===== config.mk =====
export PLATFORM = sky130hd
export DESIGN_NAME = sorted_interval_reservation_table_flat
export DESIGN_NICKNAME = d
export VERILOG_FILES = /design/src/sv/sirt_pkg.sv /design/src/sv/sirt_if.sv /design/src/sv/sirt_ram.sv /design/src/sv/sorted_interval_reservation_table.sv /design/src/flat_wrapper.sv
export SDC_FILE = /design/constraint.sdc
export NUM_CORES = 1
export LEC_CHECK = 0
export BUFFER_PORTS_ARGS = -buffer_cell sky130_fd_sc_hd__buf_2
export CORE_AREA = 2 2 447 272
export DETAILED_ROUTE_END_ITERATION = 10
export DIE_AREA = 0 0 449 274
export HOLD_SLACK_MARGIN = 0.02
export PLACE_DENSITY = 0.38
export REMOVE_ABC_BUFFERS = 1
export SLEW_MARGIN = 40
export SYNTH_ARGS = -nofsm -noshare
export SYNTH_HDL_FRONTEND = slang
export SYNTH_SLANG_ARGS = --single-unit

===== constraint.sdc =====
create_clock -name clock -period 5 [get_ports clock]
set_clock_uncertainty 0.2 [all_clocks]
set_input_delay 0.5 -clock clock [delete_from_list [all_inputs] [get_ports clock]]
set_output_delay 0.5 -clock clock [all_outputs]
set_load 0.01 [all_outputs]

===== src/sv/sirt_pkg.sv =====
package sirt_pkg;

   localparam int TIME_BITS   = 12;
   localparam int TAG_IN_BITS = 16;
   localparam int COUNT_BITS  = 5;

   typedef enum logic [1:0] {
      OP_INSERT   = 2'd0,
      OP_REMOVE   = 2'd1,
      OP_FIND     = 2'd2,
      OP_RESERVED = 2'd3
   } op_type;

   typedef enum logic [2:0] {
      STATUS_OK      = 3'd0,
      STATUS_TAKEN   = 3'd1,
      STATUS_ILLEGAL = 3'd2,
      STATUS_FULL    = 3'd3,
      STATUS_MISSING = 3'd4
   } status_type;

   typedef enum logic [2:0] {
      STATE_IDLE,
      STATE_SCAN,
      STATE_SHIFT,
      STATE_PLACE,
      STATE_DONE
   } state_type;

endpackage


===== src/sv/sirt_if.sv =====
interface sirt_req_if;
   logic                                valid;
   logic                                ready;
   logic [1:0]                          operation;
   logic [sirt_pkg::TIME_BITS-1:0]      start_time;
   logic [sirt_pkg::TIME_BITS-1:0]      end_time;
   logic [sirt_pkg::TAG_IN_BITS-1:0]    entry_tag;

   modport source (output valid, output operation, output start_time, output end_time,
                   output entry_tag, input ready);
   modport sink   (input valid, input operation, input start_time, input end_time,
                   input entry_tag, output ready);
endinterface

interface sirt_rsp_if;
   logic                                valid;
   logic                                ready;
   logic [2:0]                          status;
   logic [sirt_pkg::TIME_BITS-1:0]      found_end;
   logic [sirt_pkg::TAG_IN_BITS-1:0]    found_tag;
   logic [sirt_pkg::COUNT_BITS-1:0]     entry_count;

   modport source (output valid, output status, output found_end, output found_tag,
                   output entry_count, input ready);
   modport sink   (input valid, input status, input found_end, input found_tag,
                   input entry_count, output ready);
endinterface


===== src/sv/sirt_ram.sv =====
module sirt_ram #(
   parameter int WIDTH = 40,
   parameter int DEPTH = 16
) (
   input  logic                     clock,
   input  logic                     wr_en,
   input  logic [$clog2(DEPTH)-1:0] wr_addr,
   input  logic [WIDTH-1:0]         wr_data,
   input  logic [$clog2(DEPTH)-1:0] rd_addr,
   output logic [WIDTH-1:0]         rd_data
);

   logic [WIDTH-1:0] mem [DEPTH];

   always_ff @(posedge clock) begin
      if (wr_en) begin
         mem[wr_addr] <= wr_data;
      end
      rd_data <= mem[rd_addr];
   end

endmodule


===== src/sv/sorted_interval_reservation_table.sv =====
// Sorted interval reservation table. The block holds up to CAPACITY intervals
// [start, end), each with a tag, kept sorted by start time and never
// overlapping; intervals that only touch are accepted. A request is an insert,
// a remove by start time, or a find by start time, and every request returns
// exactly one response carrying a status, the end and tag of a found entry,
// and the number of stored entries afterwards. Entries live in one
// single-port-read, single-port-write RAM, and a small sequencer walks it one
// entry per cycle: a scan pass reads every stored entry, and an accepted insert
// or a remove that found its entry then runs a shift pass that opens or closes
// the gap, moving each entry above that point by one place. A rejected insert
// of an empty or reversed interval and the unknown operation skip both passes
// and go straight to the response. The block takes one request at a time; a
// finished response sits in an output register, so the next request may be
// taken before it is drained.
module sorted_interval_reservation_table #(
   parameter int CAPACITY = 16,
   parameter int TAG_BITS = 16
) (
   input  logic       clock,
   input  logic       reset,
   sirt_req_if.sink   req_chan,
   sirt_rsp_if.source rsp_chan
);

   import sirt_pkg::*;

   localparam int AW = $clog2(CAPACITY);
   localparam int CW = $clog2(CAPACITY + 1);
   localparam int EW = 2 * TIME_BITS + TAG_BITS;

   // Sequencer state.
   state_type            state_ff, state_in;
   logic [CW-1:0]        count_ff, count_in;

   // Captured request.
   op_type               op_ff, op_in;
   logic [TIME_BITS-1:0] s_ff, s_in;
   logic [TIME_BITS-1:0] e_ff, e_in;
   logic [TAG_BITS-1:0]  tag_ff, tag_in;

   // Scan pass bookkeeping.
   logic [CW-1:0]        idx_ff, idx_in;
   logic                 pend_ff, pend_in;
   logic [AW-1:0]        chk_ff, chk_in;
   logic                 clash_ff, clash_in;
   logic [CW-1:0]        pos_ff, pos_in;
   logic                 found_ff, found_in;
   logic [AW-1:0]        match_ff, match_in;
   logic [TIME_BITS-1:0] fend_ff, fend_in;
   logic [TAG_BITS-1:0]  ftag_ff, ftag_in;

   // Shift pass bookkeeping.
   logic [AW-1:0]        src_ff, src_in;
   logic [AW-1:0]        dst_ff, dst_in;
   logic [CW-1:0]        left_ff, left_in;

   status_type           status_ff, status_in;

   // Response register.
   logic                 rsp_valid_ff, rsp_valid_in;
   status_type           rsp_status_ff, rsp_status_in;
   logic [TIME_BITS-1:0] rsp_end_ff, rsp_end_in;
   logic [TAG_IN_BITS-1:0] rsp_tag_ff, rsp_tag_in;
   logic [COUNT_BITS-1:0]  rsp_count_ff, rsp_count_in;

   // Entry RAM ports.
   logic          ram_wr_en;
   logic [AW-1:0] ram_wr_addr;
   logic [EW-1:0] ram_wr_data;
   logic [AW-1:0] ram_rd_addr;
   logic [EW-1:0] ram_rd_data;

   logic [TIME_BITS-1:0] rd_start;
   logic [TIME_BITS-1:0] rd_end;
   logic [TAG_BITS-1:0]  rd_tag;

   // Width adapters between the fixed port fields and the parameterized store.
   logic [TAG_BITS+TAG_IN_BITS-1:0] tag_req_wide;
   logic [TAG_BITS+TAG_IN_BITS-1:0] tag_rsp_wide;
   logic [CW+COUNT_BITS-1:0]        count_wide;
   logic                            find_hit;

   assign rd_start = ram_rd_data[EW-1 -: TIME_BITS];
   assign rd_end   = ram_rd_data[EW-TIME_BITS-1 -: TIME_BITS];
   assign rd_tag   = ram_rd_data[TAG_BITS-1:0];

   assign tag_req_wide = {{TAG_BITS{1'b0}}, req_chan.entry_tag};
   assign tag_rsp_wide = {{TAG_IN_BITS{1'b0}}, ftag_ff};
   assign count_wide   = {{COUNT_BITS{1'b0}}, count_ff};
   assign find_hit     = (op_ff == OP_FIND) && (status_ff == STATUS_OK);

   sirt_ram #(
      .WIDTH (EW),
      .DEPTH (CAPACITY)
   ) u_entries (
      .clock   (clock),
      .wr_en   (ram_wr_en),
      .wr_addr (ram_wr_addr),
      .wr_data (ram_wr_data),
      .rd_addr (ram_rd_addr),
      .rd_data (ram_rd_data)
   );

   always_comb begin
      state_in      = state_ff;
      count_in      = count_ff;
      op_in         = op_ff;
      s_in          = s_ff;
      e_in          = e_ff;
      tag_in        = tag_ff;
      idx_in        = idx_ff;
      pend_in       = pend_ff;
      chk_in        = chk_ff;
      clash_in      = clash_ff;
      pos_in        = pos_ff;
      found_in      = found_ff;
      match_in      = match_ff;
      fend_in       = fend_ff;
      ftag_in       = ftag_ff;
      src_in        = src_ff;
      dst_in        = dst_ff;
      left_in       = left_ff;
      status_in     = status_ff;
      rsp_valid_in  = rsp_valid_ff;
      rsp_status_in = rsp_status_ff;
      rsp_end_in    = rsp_end_ff;
      rsp_tag_in    = rsp_tag_ff;
      rsp_count_in  = rsp_count_ff;
      ram_wr_en     = 1'b0;
      ram_wr_addr   = dst_ff;
      ram_wr_data   = ram_rd_data;
      ram_rd_addr   = src_ff;
      req_chan.ready = 1'b0;

      // The response register drains independently of the sequencer.
      if (rsp_valid_ff && rsp_chan.ready) begin
         rsp_valid_in = 1'b0;
      end

      unique case (state_ff)
         STATE_IDLE: begin
            req_chan.ready = 1'b1;
            if (req_chan.valid) begin
               op_in     = op_type'(req_chan.operation);
               s_in      = req_chan.start_time;
               e_in      = req_chan.end_time;
               tag_in    = tag_req_wide[TAG_BITS-1:0];
               idx_in    = '0;
               pend_in   = 1'b0;
               clash_in  = 1'b0;
               pos_in    = '0;
               found_in  = 1'b0;
               status_in = STATUS_OK;
               state_in  = STATE_SCAN;
               // An empty or reversed interval is refused before any lookup.
               if ((op_type'(req_chan.operation) == OP_INSERT &&
                    req_chan.end_time <= req_chan.start_time) ||
                   op_type'(req_chan.operation) == OP_RESERVED) begin
                  status_in = STATUS_ILLEGAL;
                  state_in  = STATE_DONE;
               end
            end
         end

         STATE_SCAN: begin
            // Check the entry whose read was issued last cycle.
            if (pend_ff) begin
               if (op_ff == OP_INSERT) begin
                  if (s_ff < rd_end && e_ff > rd_start) begin
                     clash_in = 1'b1;
                  end
                  if (rd_start < s_ff) begin
                     pos_in = pos_ff + 1'b1;
                  end
               end else if (!found_ff && rd_start == s_ff) begin
                  found_in = 1'b1;
                  match_in = chk_ff;
                  fend_in  = rd_end;
                  ftag_in  = rd_tag;
               end
            end
            if (idx_ff < count_ff) begin
               ram_rd_addr = idx_ff[AW-1:0];
               chk_in      = idx_ff[AW-1:0];
               idx_in      = idx_ff + 1'b1;
               pend_in     = 1'b1;
            end else begin
               pend_in  = 1'b0;
               state_in = STATE_DONE;
               if (op_ff == OP_INSERT) begin
                  if (clash_in) begin
                     status_in = STATUS_TAKEN;
                  end else if (count_ff == CW'(CAPACITY)) begin
                     status_in = STATUS_FULL;
                  end else begin
                     // Open a gap at the insertion point, moving from the top.
                     left_in  = count_ff - pos_in;
                     src_in   = AW'(count_ff - 1'b1);
                     state_in = STATE_SHIFT;
                  end
               end else if (!found_in) begin
                  status_in = STATUS_MISSING;
               end else if (op_ff == OP_REMOVE) begin
                  // Close the gap left by the matched entry, moving from below.
                  left_in  = count_ff - 1'b1 - CW'(match_in);
                  src_in   = match_in + 1'b1;
                  state_in = STATE_SHIFT;
               end
            end
         end

         STATE_SHIFT: begin
            if (pend_ff) begin
               ram_wr_en   = 1'b1;
               ram_wr_addr = dst_ff;
               ram_wr_data = ram_rd_data;
            end
            if (left_ff != '0) begin
               ram_rd_addr = src_ff;
               pend_in     = 1'b1;
               left_in     = left_ff - 1'b1;
               if (op_ff == OP_INSERT) begin
                  dst_in = src_ff + 1'b1;
                  src_in = src_ff - 1'b1;
               end else begin
                  dst_in = src_ff - 1'b1;
                  src_in = src_ff + 1'b1;
               end
            end else begin
               pend_in = 1'b0;
               if (op_ff == OP_INSERT) begin
                  state_in = STATE_PLACE;
               end else begin
                  count_in = count_ff - 1'b1;
                  state_in = STATE_DONE;
               end
            end
         end

         STATE_PLACE: begin
            ram_wr_en   = 1'b1;
            ram_wr_addr = pos_ff[AW-1:0];
            ram_wr_data = {s_ff, e_ff, tag_ff};
            count_in    = count_ff + 1'b1;
            state_in    = STATE_DONE;
         end

         STATE_DONE: begin
            if (!rsp_valid_ff || rsp_chan.ready) begin
               rsp_valid_in  = 1'b1;
               rsp_status_in = status_ff;
               rsp_end_in    = find_hit ? fend_ff : '0;
               rsp_tag_in    = find_hit ? tag_rsp_wide[TAG_IN_BITS-1:0] : '0;
               rsp_count_in  = count_wide[COUNT_BITS-1:0];
               state_in      = STATE_IDLE;
            end
         end

         default: begin
            state_in = STATE_IDLE;
         end
      endcase
   end

   always_ff @(posedge clock) begin
      if (reset) begin
         state_ff     <= STATE_IDLE;
         count_ff     <= '0;
         pend_ff      <= 1'b0;
         rsp_valid_ff <= 1'b0;
      end else begin
         state_ff     <= state_in;
         count_ff     <= count_in;
         pend_ff      <= pend_in;
         rsp_valid_ff <= rsp_valid_in;
      end
   end

   always_ff @(posedge clock) begin
      op_ff         <= op_in;
      s_ff          <= s_in;
      e_ff          <= e_in;
      tag_ff        <= tag_in;
      idx_ff        <= idx_in;
      chk_ff        <= chk_in;
      clash_ff      <= clash_in;
      pos_ff        <= pos_in;
      found_ff      <= found_in;
      match_ff      <= match_in;
      fend_ff       <= fend_in;
      ftag_ff       <= ftag_in;
      src_ff        <= src_in;
      dst_ff        <= dst_in;
      left_ff       <= left_in;
      status_ff     <= status_in;
      rsp_status_ff <= rsp_status_in;
      rsp_end_ff    <= rsp_end_in;
      rsp_tag_ff    <= rsp_tag_in;
      rsp_count_ff  <= rsp_count_in;
   end

   assign rsp_chan.valid       = rsp_valid_ff;
   assign rsp_chan.status      = rsp_status_ff;
   assign rsp_chan.found_end   = rsp_end_ff;
   assign rsp_chan.found_tag   = rsp_tag_ff;
   assign rsp_chan.entry_count = rsp_count_ff;

endmodule

===== src/flat_wrapper.sv =====
// flat-port wrapper written by rule: the top's interface ports become plain ports
module sorted_interval_reservation_table_flat import sirt_pkg::*;
#(
   parameter int CAPACITY = 16,
   parameter int TAG_BITS = 16
)
  (clock, reset, req_chan_valid, req_chan_operation, req_chan_start_time, req_chan_end_time, req_chan_entry_tag, req_chan_ready, rsp_chan_valid, rsp_chan_status, rsp_chan_found_end, rsp_chan_found_tag, rsp_chan_entry_count, rsp_chan_ready);
  sirt_req_if req_chan_i ();
  sirt_rsp_if rsp_chan_i ();
  input  logic clock;
  input  logic reset;
  input wire logic [$bits(req_chan_i.valid)-1:0] req_chan_valid;
  input wire logic [$bits(req_chan_i.operation)-1:0] req_chan_operation;
  input wire logic [$bits(req_chan_i.start_time)-1:0] req_chan_start_time;
  input wire logic [$bits(req_chan_i.end_time)-1:0] req_chan_end_time;
  input wire logic [$bits(req_chan_i.entry_tag)-1:0] req_chan_entry_tag;
  output wire logic [$bits(req_chan_i.ready)-1:0] req_chan_ready;
  output wire logic [$bits(rsp_chan_i.valid)-1:0] rsp_chan_valid;
  output wire logic [$bits(rsp_chan_i.status)-1:0] rsp_chan_status;
  output wire logic [$bits(rsp_chan_i.found_end)-1:0] rsp_chan_found_end;
  output wire logic [$bits(rsp_chan_i.found_tag)-1:0] rsp_chan_found_tag;
  output wire logic [$bits(rsp_chan_i.entry_count)-1:0] rsp_chan_entry_count;
  input wire logic [$bits(rsp_chan_i.ready)-1:0] rsp_chan_ready;
  assign req_chan_i.valid = req_chan_valid;
  assign req_chan_i.operation = req_chan_operation;
  assign req_chan_i.start_time = req_chan_start_time;
  assign req_chan_i.end_time = req_chan_end_time;
  assign req_chan_i.entry_tag = req_chan_entry_tag;
  assign req_chan_ready = req_chan_i.ready;
  assign rsp_chan_valid = rsp_chan_i.valid;
  assign rsp_chan_status = rsp_chan_i.status;
  assign rsp_chan_found_end = rsp_chan_i.found_end;
  assign rsp_chan_found_tag = rsp_chan_i.found_tag;
  assign rsp_chan_entry_count = rsp_chan_i.entry_count;
  assign rsp_chan_i.ready = rsp_chan_ready;
  sorted_interval_reservation_table #(.CAPACITY(CAPACITY), .TAG_BITS(TAG_BITS)) u_core (.clock(clock), .reset(reset), .req_chan(req_chan_i), .rsp_chan(rsp_chan_i));
endmodule

; Yosys cells after proc, flatten, opt, wreduce, memory -nomap -nowiden
; Memories as Yosys holds them, arrays and structs flattened. A register that Yosys moved wholly into a read port is not among the register bits.
; Cells that the tools add are included.
[word_totals]
ff_bits = 152
ram_bits = 640
wordCells = 172
memories = 1
[memory_table]
columns = memory, words, width, rd, rd_clocked_by_memory_dff, wr, line_no
row1 = u_core.u_entries.mem, 16, 40, 1, 1, 1, sirt_ram.sv:13  ; logic [WIDTH-1:0] mem [DEPTH];
[op_classes]
n_addsub = 10
order_cmp = 5
n_eq_ne = 22
n_mux = 79
bitwise_logic = 1
reduce_logical = 30
[op_table]
columns = operator, count
row1 = $mux 5, 15
row2 = $mux 4, 16
row3 = $mux 3, 17
row4 = $mux 40, 1
row5 = $pmux 5 s2, 4
row6 = $lt 12x12->1, 2
row7 = $mux 1, 18
row8 = $add 5x1->5 const B, 3
row9 = $pmux 3 s5, 1
row10 = $eq 12x12->1, 1
row11 = $gt 12x12->1, 1
row12 = $le 12x12->1, 1
row13 = $reduce_and 2->1, 6
row14 = $sub 5x1->5 const B, 2
row15 = $ne 3x3->1 const B, 3
row16 = $add 4x1->4 const B, 2
row17 = $ne 2x2->1 const B, 4
row18 = $pmux 4 s2, 1
row19 = $reduce_and 4->1, 2
row20 = $reduce_and 7->1, 1
row21 = $eq 3x2->1 const B, 2
row22 = $logic_not 3->1, 2
row23 = $ne 2x1->1 const B, 3
row24 = $ne 3x1->1 const B, 2
row25 = other kinds (24), 37

; Depth between registers and ports, before layout
[logic_depth]
word_depth = 12
depth_mapped = 17
ltp_nobuf = 16

; Hierarchy
; A second synthesis with hierarchy kept.
[unflattened]
cells_unflattened = 1768
hier_area_um2 = 33138.0
[modules_own_cells]
columns = mod, instances, cells_per_inst, area_per_inst_um2, seq_area_each_um2
row1 = sirt_ram, 1, 1040, 25131.6, 20019.2
row2 = sorted_interval_reservation_table, 1, 728, 8006.4, 4464.3

; Least setup slack after synthesis
; No wires, ideal clock.
[synth_path]
path_kind = register to register
from = register u_core.op_ff[0]
to = register u_core.left_ff[4] (data pin)
setup_time_ns = 0.267
t_arrival_ns = 3.342
required_ns = 4.533
path_slack_ns = 1.191
path_stages_with_launch = 15
synth_period_minus_slack_ns = 3.809
path_cell_list = edfxtp_1 -> clkbuf_1 -> nor2_1 -> nand4_1 -> nor3_1 -> xor2_1 -> ha_1 -> inv_1 -> fa_1 -> a21o_1 -> a21oi_1 -> xnor2_1 -> xnor3_1 -> o21ai_0 -> o21ai_0
[synth_between]
elab_chain_len = 10
[synth_rtl]
columns = item, line_no
row1 = from (decl), sorted_interval_reservation_table.sv:36  ; op_type op_ff, op_in;
row2 = from (signal assigned), sorted_interval_reservation_table.sv:280  ; op_ff <= op_in;
row3 = $logic_not 2->1 (*), "sorted_interval_reservation_table.sv:168, sorted_interval_reservation_table.sv:190"
row4 = $mux 4 or $mux 5 (tied branches), sorted_interval_reservation_table.sv:168  ; if (op_ff == OP_INSERT) begin
row5 = $mux 4 or $mux 5 (tied branches), sorted_interval_reservation_table.sv:167  ; if (pend_ff) begin
row6 = $mux 4 or $mux 5 (tied branches), sorted_interval_reservation_table.sv:140  ; unique case (state_ff)
row7 = $sub 5x4->5 or $sub 5x5->5 (tied branches), "sorted_interval_reservation_table.sv:205, sorted_interval_reservation_table.sv:197"
row8 = "$mux 5, on equally long branches", "sorted_interval_reservation_table.sv:203, sorted_interval_reservation_table.sv:193"
row9 = "$mux 5, on equally long branches", "sorted_interval_reservation_table.sv:201, sorted_interval_reservation_table.sv:191"
row10 = $mux 5 (*), sorted_interval_reservation_table.sv:190  ; if (op_ff == OP_INSERT) begin
row11 = $mux 5 (*), sorted_interval_reservation_table.sv:182  ; if (idx_ff < count_ff) begin
row12 = $pmux 5 s2 (*), sorted_interval_reservation_table.sv:140
row13 = named net u_core.left_in[4], sorted_interval_reservation_table.sv:55  ; logic [CW-1:0] left_ff, left_in;
row14 = to (signal assigned), sorted_interval_reservation_table.sv:294  ; left_ff <= left_in;
row15 = to (decl), sorted_interval_reservation_table.sv:55
; The timed path passes the listed nets; every way through them passes the cells marked *. The select of a mux whose other input is x is not followed.
; A chain may end at the register's enable or synchronous reset.

; Worst setup path after layout
[layout_path]
from = register u_core.count_ff[2]
to = register u_core.u_entries.rd_data[29], read port of u_core.u_entries.mem
[layout_between]
elab_chain_len = 3
[layout_rtl]
columns = item, line_no
row1 = from (decl), sorted_interval_reservation_table.sv:33  ; logic [CW-1:0] count_ff, count_in;
row2 = from (signal assigned), sorted_interval_reservation_table.sv:273  ; count_ff <= count_in;
row3 = $lt 5x5->1, sorted_interval_reservation_table.sv:182
row4 = $mux 4, sorted_interval_reservation_table.sv:182
row5 = $mux 4, --
row6 = to (decl), sirt_ram.sv:10  ; output logic [WIDTH-1:0] rd_data
; Every way passes these cells.

==> reports/metrics.csv <==
stage;metric;value;unit
grt;grt_use_total;16.3;%
logic_synthesis;seq_area_frac_synth;74.0;%
clock_network;insertion_delay;0.69;ns
placement;io_buffers;83;
floorplan;design.die.area;123000;sq um
logic_synthesis;synth_ff_type;edfxtp_1;
grt;overflow;0;
routing;avgViaCountPerCell;4.63;
clock_network;ctsResizeCount;0;
layout;nets;2374;
setup_path;path_cells;inv_1, ha_1, a21oi_1, o21ai_0, a31oi_4, mux2i_4, buf_12, buf_4, mux2i_1, o22ai_1, or4_1;
timing;slew_headroom;42.9;%
clock_network;numCtsBuffers;84;
clock_network;root_buffer;clkbuf_16;
timing;min_period;4.56;ns
power;leakage;0.0142;uW
placement;placed_cell_area;36500;sq um
logic_synthesis;yosys.cell_types.count;52;
timing;finalMaxSlewViolations;0;
logic_synthesis;syn_area;33100;sq um
power;ir_worst_vdd;0.286;mV
grt;grt_pass1_wl;143000;um
grt;antenna_found_initial;4;
floorplan;die_w;449;um
layout;area_delta_synth_final;20.5;%
setup_path;max_stage_delay;0.81;ns
timing;holdWs;0.100;ns
floorplan;coreArea;120000;sq um
placement;gp_congestion;0.787;
routing;drtIter0Drc;1298;
setup_path;worst_setup_path_start_kind;register;
timing;finalHoldViolCount;0;
layout;fillers;11700;
power;total_power;17900;uW
setup_path;crit_fanout;27;
layout;final_area;39900;sq um
power;power-per-cell-area;450;nW/um^2
logic_synthesis;ys_ff_latch;832;
setup_path;crit_required;5.30;ns
logic_synthesis;ys_async_sr_fraction;0;%
setup_path;criticalPathCategory;reg2reg;
setup_path;worstPathArrival;4.86;ns
routing;drc;0;
timing;finalSetupTns;0;ns
routing;drt_wl_total;101000;um
layout;drive_gt1_share;15.5;%
routing;vias;18300;
hold_path;hold_class;in2reg;
layout;layout_commonest_cell;edfxtp_1;
timing;finalSetupViolCount;0;
floorplan;io_pins;84;
setup_path;cp_slowest_cell;mux2i_4;
grt;grt_max_degree;46;
clock_network;clock_sinks;832;
timing;rsz0062_at_grt;false;
flow_run;max_cap_viol_count;0;
clock_network;cts_buffer_depth;3;
timing;fmax;219;MHz
placement;place_ws;0.406;ns
layout;final_cell_mix;782 x edfxtp_1, 334 x mux2i_1, 163 x o22ai_1;
logic_synthesis;syn_inst;2032;
floorplan;start_util;27.6;%
clock_network;cts_tree;yes;
setup_path;end_kind;register;
clock_network;htreeDepth;3;
floorplan;row_count;99;
timing;worstMarginPinSlew;0.856;ns
logic_synthesis;synth-edff-count;782;
grt;first_global_vias;18600;
floorplan;die_h;274;um
logic_synthesis;syn_avg_cell_area;16.3;sq um
routing;antenna_left;0;
logic_synthesis;yosysWarnings;0;
routing;dr.pass1.iters;5;
timing;fin_crit_sh;91.1;%
timing;setup_slack;0.443;ns
routing;avgRoutedWirePerCell;25.5;um
outcome;outcome;completed;
clock_network;clk_pin_slew;0.07;ns
placement;place.detailed.hpwl;60000;um
[cell type report]
class	instances	area, sq um	area share [%]
multi-input cells	1033	8120	20.4
repair buffers	234	2080	5.23
diodes	2	5.00	0.0126
well taps	1616	2020	5.07
clock buffers	116	2350	5.91
clock inverters	42	517	1.30
inverters	73	279	0.700
flip-flops and latches	832	24500	61.4
[synthesized netlist by cell type (all sizes together) (7+ instances only)]
| library cell | n | share of area, % |
|---|---|---|
| a211oi | 9 | 0.20 |
| a21o | 14 | 0.32 |
| a21oi | 36 | 0.54 |
| a31oi | 7 | 0.18 |
| and2 | 32 | 0.61 |
| buf | 42 | 0.69 |
| clkbuf | 52 | 0.59 |
| dfxtp | 50 | 3.0 |
| edfxtp | 782 | 71 |
| ha | 68 | 2.6 |
| inv | 73 | 0.84 |
| mux2i | 335 | 10 |
| nand2 | 110 | 1.3 |
| nand2b | 12 | 0.23 |
| nand3 | 11 | 0.17 |
| nand4 | 12 | 0.23 |
| nor2 | 57 | 0.65 |
| nor2b | 7 | 0.13 |
| nor3 | 12 | 0.18 |
| o21ai | 34 | 0.51 |
| o22ai | 163 | 3.1 |
| or4 | 41 | 0.93 |
| xnor2 | 21 | 0.56 |
| xor2 | 9 | 0.24 |
[path summary, 6_finish.rpt]
path / startpoint / endpoint / slack [ns] / cells past startpoint
max: u_core.count_ff[2]$_SDFFE_PP0P_ / u_core.u_entries.rd_data[29]$_DFF_P_ / 0.44 / 11
min: req_chan_valid / u_core.pend_ff$_SDFFE_PP0P_ / 0.10 / 4
max reg2reg: u_core.count_ff[2]$_SDFFE_PP0P_ / u_core.u_entries.rd_data[29]$_DFF_P_ / 0.44 / 11
min reg2reg: u_core.u_entries.rd_data[7]$_DFF_P_ / u_core.ftag_ff[7]$_DFFE_PP_ / 0.24 / 0
[state kept, by name (all words and copies together) (netlist names), 4 cells and up]
name                         count
u_core.chk_ff                    4
u_core.count_ff                  5
u_core.dst_ff                    4
u_core.e_ff                     12
u_core.fend_ff                  12
u_core.ftag_ff                  16
u_core.idx_ff                    5
u_core.left_ff                   5
u_core.match_ff                  4
u_core.pos_ff                    5
u_core.rsp_chan.entry_count      5
u_core.rsp_chan.found_end       12
u_core.rsp_chan.found_tag       16
u_core.s_ff                     12
u_core.src_ff                    4
u_core.tag_ff                   16
u_core.u_entries.mem           640
u_core.u_entries.rd_data        40
[where the power goes]
part	switching, uW	internal, uW
logic	1720	925
registers	249	8440
clock network	2810	3790
[layer usage]
| layer | part of all wire, % | GRT usage, % | vias up |
|---|---|---|---|
| li1 | - | - | 8365 |
| met1 | 51 | 24.1 | 9512 |
| met2 | 44 | 25.0 | 290 |
| met3 | 3.0 | 2.57 | 113 |
| met4 | 1.8 | 3.65 | 0 |
| met5 | 0 | 0 | - |
[cells by family after synthesis]
group,share of synthesized area (%)
buf+inv,2.12
xor+xnor,0.863
flops,74.0
simple gates,4.77
mux,10.2
fa+ha+maj,2.69
compound gates,5.31
[through the flow]
step	util, %	cells
floorplan	-	1938
global placement	30.4	3740
detailed placement	30.5	3743
CTS	33.3	3946
global route	33.3	3946
finish	33.3	3948
[worst max-delay path, delay by kind of cell (launching register included)]
kind,cells,cell delay [ns]
AOI/OAI and AO/OA,4,0.97
adders and majority gates,1,0.33
buffers and inverters,3,0.69
DFF,1,0.48
muxes,2,1.00
and+or+nand+nor,1,0.66
[timing repair]
item	4_1_cts	5_1_grt
setup buffers	0	0
hold endpoints to repair	50	0
hold buffers	45	0
(Power assumes the default switching activity.)
